`config.mk`:
```
export PLATFORM = sky130hd
export DESIGN_NAME = twcr_ctrl
export DESIGN_NICKNAME = d
export VERILOG_FILES = /design/src/design/twcr_pkg.sv /design/src/design/twcr_ctrl.sv
export SDC_FILE = /design/constraint.sdc
export NUM_CORES = 1
export LEC_CHECK = 0
export ABC_CLOCK_PERIOD_IN_PS = 2700
export BUFFER_PORTS_ARGS = -buffer_cell sky130_fd_sc_hd__buf_4
export CELL_PAD_IN_SITES_DETAIL_PLACEMENT = 1
export CELL_PAD_IN_SITES_GLOBAL_PLACEMENT = 1
export CORE_AREA = 4 4 41 43
export CTS_CLUSTER_DIAMETER = 200
export CTS_CLUSTER_SIZE = 8
export DETAILED_ROUTE_END_ITERATION = 10
export DIE_AREA = 0 0 45 47
export PLACE_DENSITY_LB_ADDON = 0.1
export SETUP_SLACK_MARGIN = 0.02
export SLEW_MARGIN = 10
export SYNTH_ARGS = -nofsm -noshare
export SYNTH_HDL_FRONTEND = slang
export SYNTH_SLANG_ARGS = --single-unit
```
`constraint.sdc`:
```
create_clock -name clk -period 2.7 [get_ports clk]
set_clock_uncertainty 0.05 [all_clocks]
set_input_delay 0 -clock clk [delete_from_list [all_inputs] [get_ports clk]]
set_output_delay 0 -clock clk [all_outputs]
set_load 0.03 [all_outputs]
```
`src/design/twcr_pkg.sv`:
```
// ----------------------------------------------------------------------------
// twcr_pkg
// Shared types and codes for the textured wall column renderer.
// ----------------------------------------------------------------------------
package twcr_pkg;

  // Item modes carried on the input channel.
  localparam logic [1:0] MODE_TEXEL  = 2'd0;
  localparam logic [1:0] MODE_COLUMN = 2'd1;
  localparam logic [1:0] MODE_ROW    = 2'd2;

  // Configuration register indexes.
  localparam logic [2:0] CFG_POS_X      = 3'd0;
  localparam logic [2:0] CFG_POS_Y      = 3'd1;
  localparam logic [2:0] CFG_SCREEN_H   = 3'd2;
  localparam logic [2:0] CFG_CEIL_COLOR = 3'd3;
  localparam logic [2:0] CFG_FLOOR_COLOR = 3'd4;

  localparam logic [11:0] SCREEN_H_RESET = 12'd480;
  localparam logic [11:0] MAX_ROWS       = 12'd2048;

  // Commands from the controller to the datapath.
  typedef struct packed {
    logic tex_wr;
    logic col_start;
    logic hit_load;
    logic pos_load;
    logic row_take;
    logic out_load;
  } twcr_cmd_t;

  // Status from the datapath to the controller.
  typedef struct packed {
    logic col_active;
    logic div_done;
  } twcr_status_t;

endpackage

```
`src/design/twcr_ctrl.sv`:
```
// ----------------------------------------------------------------------------
// twcr_ctrl
// Controller that sequences column setup and row words.
// ----------------------------------------------------------------------------
module twcr_ctrl import twcr_pkg::*; (
  input  logic         clk,
  input  logic         rst_n,
  input  logic         in_valid,
  output logic         in_ready,
  input  logic [1:0]   in_mode,
  output logic         out_valid,
  input  logic         out_ready,
  input  twcr_status_t status,
  output twcr_cmd_t    cmd
);

  typedef enum logic [1:0] {S_IDLE, S_HIT, S_DIVW, S_ROW} state_t;

  state_t state_r, state_nxt;
  logic   out_valid_r;
  logic   accept;

  // Take a word only when idle and the output register is free next cycle.
  assign in_ready = (state_r == S_IDLE) && (!out_valid_r || out_ready);
  assign accept   = in_valid && in_ready;

  always_comb begin
    cmd           = '0;
    cmd.tex_wr    = accept && (in_mode == MODE_TEXEL);
    cmd.col_start = accept && (in_mode == MODE_COLUMN);
    cmd.row_take  = accept && (in_mode == MODE_ROW) && status.col_active;
    cmd.hit_load  = (state_r == S_HIT);
    cmd.pos_load  = (state_r == S_DIVW) && status.div_done;
    cmd.out_load  = (state_r == S_ROW);

    state_nxt = state_r;
    case (state_r)
      S_IDLE: begin
        if (cmd.col_start)     state_nxt = S_HIT;
        else if (cmd.row_take) state_nxt = S_ROW;
      end
      S_HIT:  state_nxt = S_DIVW;
      S_DIVW: if (status.div_done) state_nxt = S_IDLE;
      S_ROW:  state_nxt = S_IDLE;
      default: state_nxt = S_IDLE;
    endcase
  end

  // State and output valid.
  always_ff @(posedge clk) begin
    if (!rst_n) begin
      state_r     <= S_IDLE;
      out_valid_r <= 1'b0;
    end else begin
      state_r <= state_nxt;
      if (state_r == S_ROW) out_valid_r <= 1'b1;
      else if (out_ready)   out_valid_r <= 1'b0;
    end
  end

  assign out_valid = out_valid_r;

endmodule

```
==> run_results.csv <==
group,metric,value,unit
sta,final.period_utilization,47.36,%
worst_hold_path,holdPathEnd,"out_valid",
worst_setup_path,r2r_slack,1.61,ns
routing,num_vias,236,
worst_setup_path,ff2ff_path_depth,3,
final_layout,diodes,0,
global_routing,global_route.overflow_total,0,
yosys,syn_nets,29,
worst_setup_path,reg2reg_to,"state_r[0]",
clocking,cts_resized,0,
worst_setup_path,crit_required,2.65,ns
yosys,synthSimpleGateAreaFrac,60.80,%
routing,wire_per_inst,11.59,um
yosys,synth_edf_count,0,
worst_hold_path,holdPathStages,3,
sta,grt_setup_unrepaired,"false",
final_layout,fillers,169,
global_routing,grt_max_degree,8,
yosys,ys_seq_area_share,27.27,%
die,fp.dieH,47,um
yosys,avgSynthCellArea,10.49,sq um
yosys,synth.most_common_cell,"dfxtp_1",
sta,post-route-min-period,1.279,ns
die,pin_count,16,
sta,setup_violations,0,
yosys,synth_mux_area_share,0,%
placement,place_inst,51,
power_and_ir_drop,vdd_drop_max,154.2,uV
worst_setup_path,reg2reg_from,"out_valid",
yosys,synth_commonest_cells,"dfxtp_1, and3_1, nor2_1, nor2b_1",
global_routing,grt_pass1_wl,1097,um
final_layout,fin_util,29.81,%
sta,hold_viol_final,0,
final_layout,nets,50,
die,start_util,16.92,%
placement,gp_congestion,0.6438,
yosys,synth-xor-area-share,0,%
worst_hold_path,hp-start,"out_ready",
worst_setup_path,start_kind,"register",
final_layout,area_growth,76.14,%
final_layout,multi_input_area,160.2,sq um
yosys,synth_area,220.2,sq um
worst_setup_path,critPathMaxStageDelay,0.37,ns
sta,worstMarginPinSlew,0.2832,ns
yosys,synthArstFlopShare,0,%
routing,dr.pass1.iters,2,
routing,vias_per_cell,4.214,
worst_setup_path,cp_max_fo,7,
die,core_area,1301,sq um
sta,relSlewSlack,80.98,%
yosys,synth-seq-cells,3,
clocking,numCtsBuffers,3,
clocking,cts_max_path_buffers,2,
global_routing,antenna_found_initial,0,
routing,ant_nets,0,
final_layout,regArea,60.06,sq um
routing,wl_met3,73,um
worst_setup_path,cp.arrival,1.23,ns
clocking,clk_latency,0.23,ns
power_and_ir_drop,power_density,429.6,nW/um^2
die,die-area,2115,sq um
yosys,synthAdderAreaFrac,0,%
global_routing,track_usage,7.577,%
yosys,synth-main-ff-cell,"dfxtp_1",
sta,slew_viol_final,0,
clocking,hold_buffers,1,
placement,dp_hpwl,537.7,um
clocking,htreeDepth,1,
yosys,synth_cell_types,16,
power_and_ir_drop,p_leak,0.0001919,uW
flow_run,timing.max_cap.violations,0,
sta,maxClockFrequency,0.7821,GHz
yosys,syn_inst,21,
routing,top_layer_used,"met3",
yosys,synth_compound_area_share,11.93,%
clocking,clk_pin_slew,0.04,ns
yosys,synthTopCellsByArea,"dfxtp_1, nand4b_4, nor4_4",
yosys,synth_top_family_by_area,"simple AND/OR/NAND/NOR gates",
worst_setup_path,critPathKind,"reg2out",
routing,wl_met1,244,um
yosys,post-synth-top-area-cell,"dfxtp_1",
routing,met2_length,331,um
sta,fin_setup_tns,0,ns
clocking,cts_root_buf,"clkbuf_4",
die,rows,13,
routing,drc,0,
outcome,status,"finished clean",
clocking,post-cts-setup-buffers,0,
global_routing,grt_pass1_vias,247,
routing,wl,649,um
final_layout,final_cells,56,
worst_setup_path,path_buf_inv,1,
die,die_w,45,um
worst_setup_path,crit_chain,"nor3_1 -> and3_1 -> buf_4",
final_layout,drive_gt1_share,56.10,%
worst_setup_path,worst_path_max_delay_cell,"dfxtp_1",
yosys,yosysWarningCount,0,
yosys,yosysTopAreaCellShare,27.27,%
routing,drt_iter0_drc,2,
clocking,tritoncts,"built",
clocking,cts.sinks,3,
worst_hold_path,hold_class,"in2reg",
worst_setup_path,cp_top_family,"simple AND/OR/NAND/NOR gates",
placement,numPortBuffers,15,
worst_setup_path,endpoint_kind,"output pin",
## power by group
part	total (uW)	internal, uW	leakage (uW)	switching (uW)
combinational	38.1	18.9	0.000153	19.3
clock	79.3	55.4	0.0000150	23.9
sequential	49.2	46.1	0.0000244	3.09
total	167	120	0.000192	46.2
## how the worst max path moves through the flow
stage / from / end / slack [ns] / cells after the start
2_1_floorplan: out_valid / cmd[4] / 0.92 / 3
3_3_place_gp: out_valid / state_r[0] / 1.63 / 3
3_5_place_dp: out_valid / state_r[0] / 1.60 / 3
4_1_cts: state_r[1] / cmd[4] / 1.39 / 3
5_1_grt: state_r[1] / cmd[4] / 1.30 / 3
6_report: state_r[1] / cmd[4] / 1.42 / 3
## logic make-up (layout without fill, tap and decap cells)
| kind of cell | after synthesis | in the layout |
|---|---|---|
| buffers and inverters | 0 | 20 |
| AND/OR/NAND/NOR | 15 | 15 |
| AO/OA/AOI/OAI | 3 | 3 |
| flip-flops | 3 | 3 |
## final cells by class
class	instances	area share, %
Multi-Input combinational cell	18	41.29
Timing Repair Buffer	16	31.61
Sequential cell	3	15.48
Clock buffer	4	6.774
Tap cell	15	4.839
## cell usage in the layout (no fill, tap or decap), types with 2 or more instances in the layout
cell type  count
and3_1         2
buf_4         15
clkbuf_4       3
dfxtp_1        3
nor2_1         2
nor2b_1        2
## per-stage QoR
step	total power (uW)	worst slack, ns	cell area (sq um)	hold WS, ns
2_1_floorplan	67.61	0.9248	220.2	0.06179
3_3_place_gp	86.95	1.633	351.6	0.1867
3_5_place_dp	87.48	1.604	351.6	0.1849
4_1_cts	172.2	1.389	387.9	0.05365
5_1_grt	178.8	1.295	387.9	0.05785
6_report	166.6	1.421	387.9	0.06048
## sequential cells by signal (all words and copies together) (netlist names)
register and flops:
state_r 2, out_valid 1
## worst reg2reg max path, cell delays in order, from the launching register on
cell and delay (ns):
dfxtp_1 0.33, or2b_1 0.24, and3_1 0.17, o211a_1 0.19
## layer usage
metal | global-route usage [%] | vias up
li1 | - | 119
met1 | 8.390 | 105
met3 | 4.215 | 0
met5 | 0 | -
met4 | 5.263 | 0
met2 | 11.02 | 12
(Power assumes the default switching activity.)
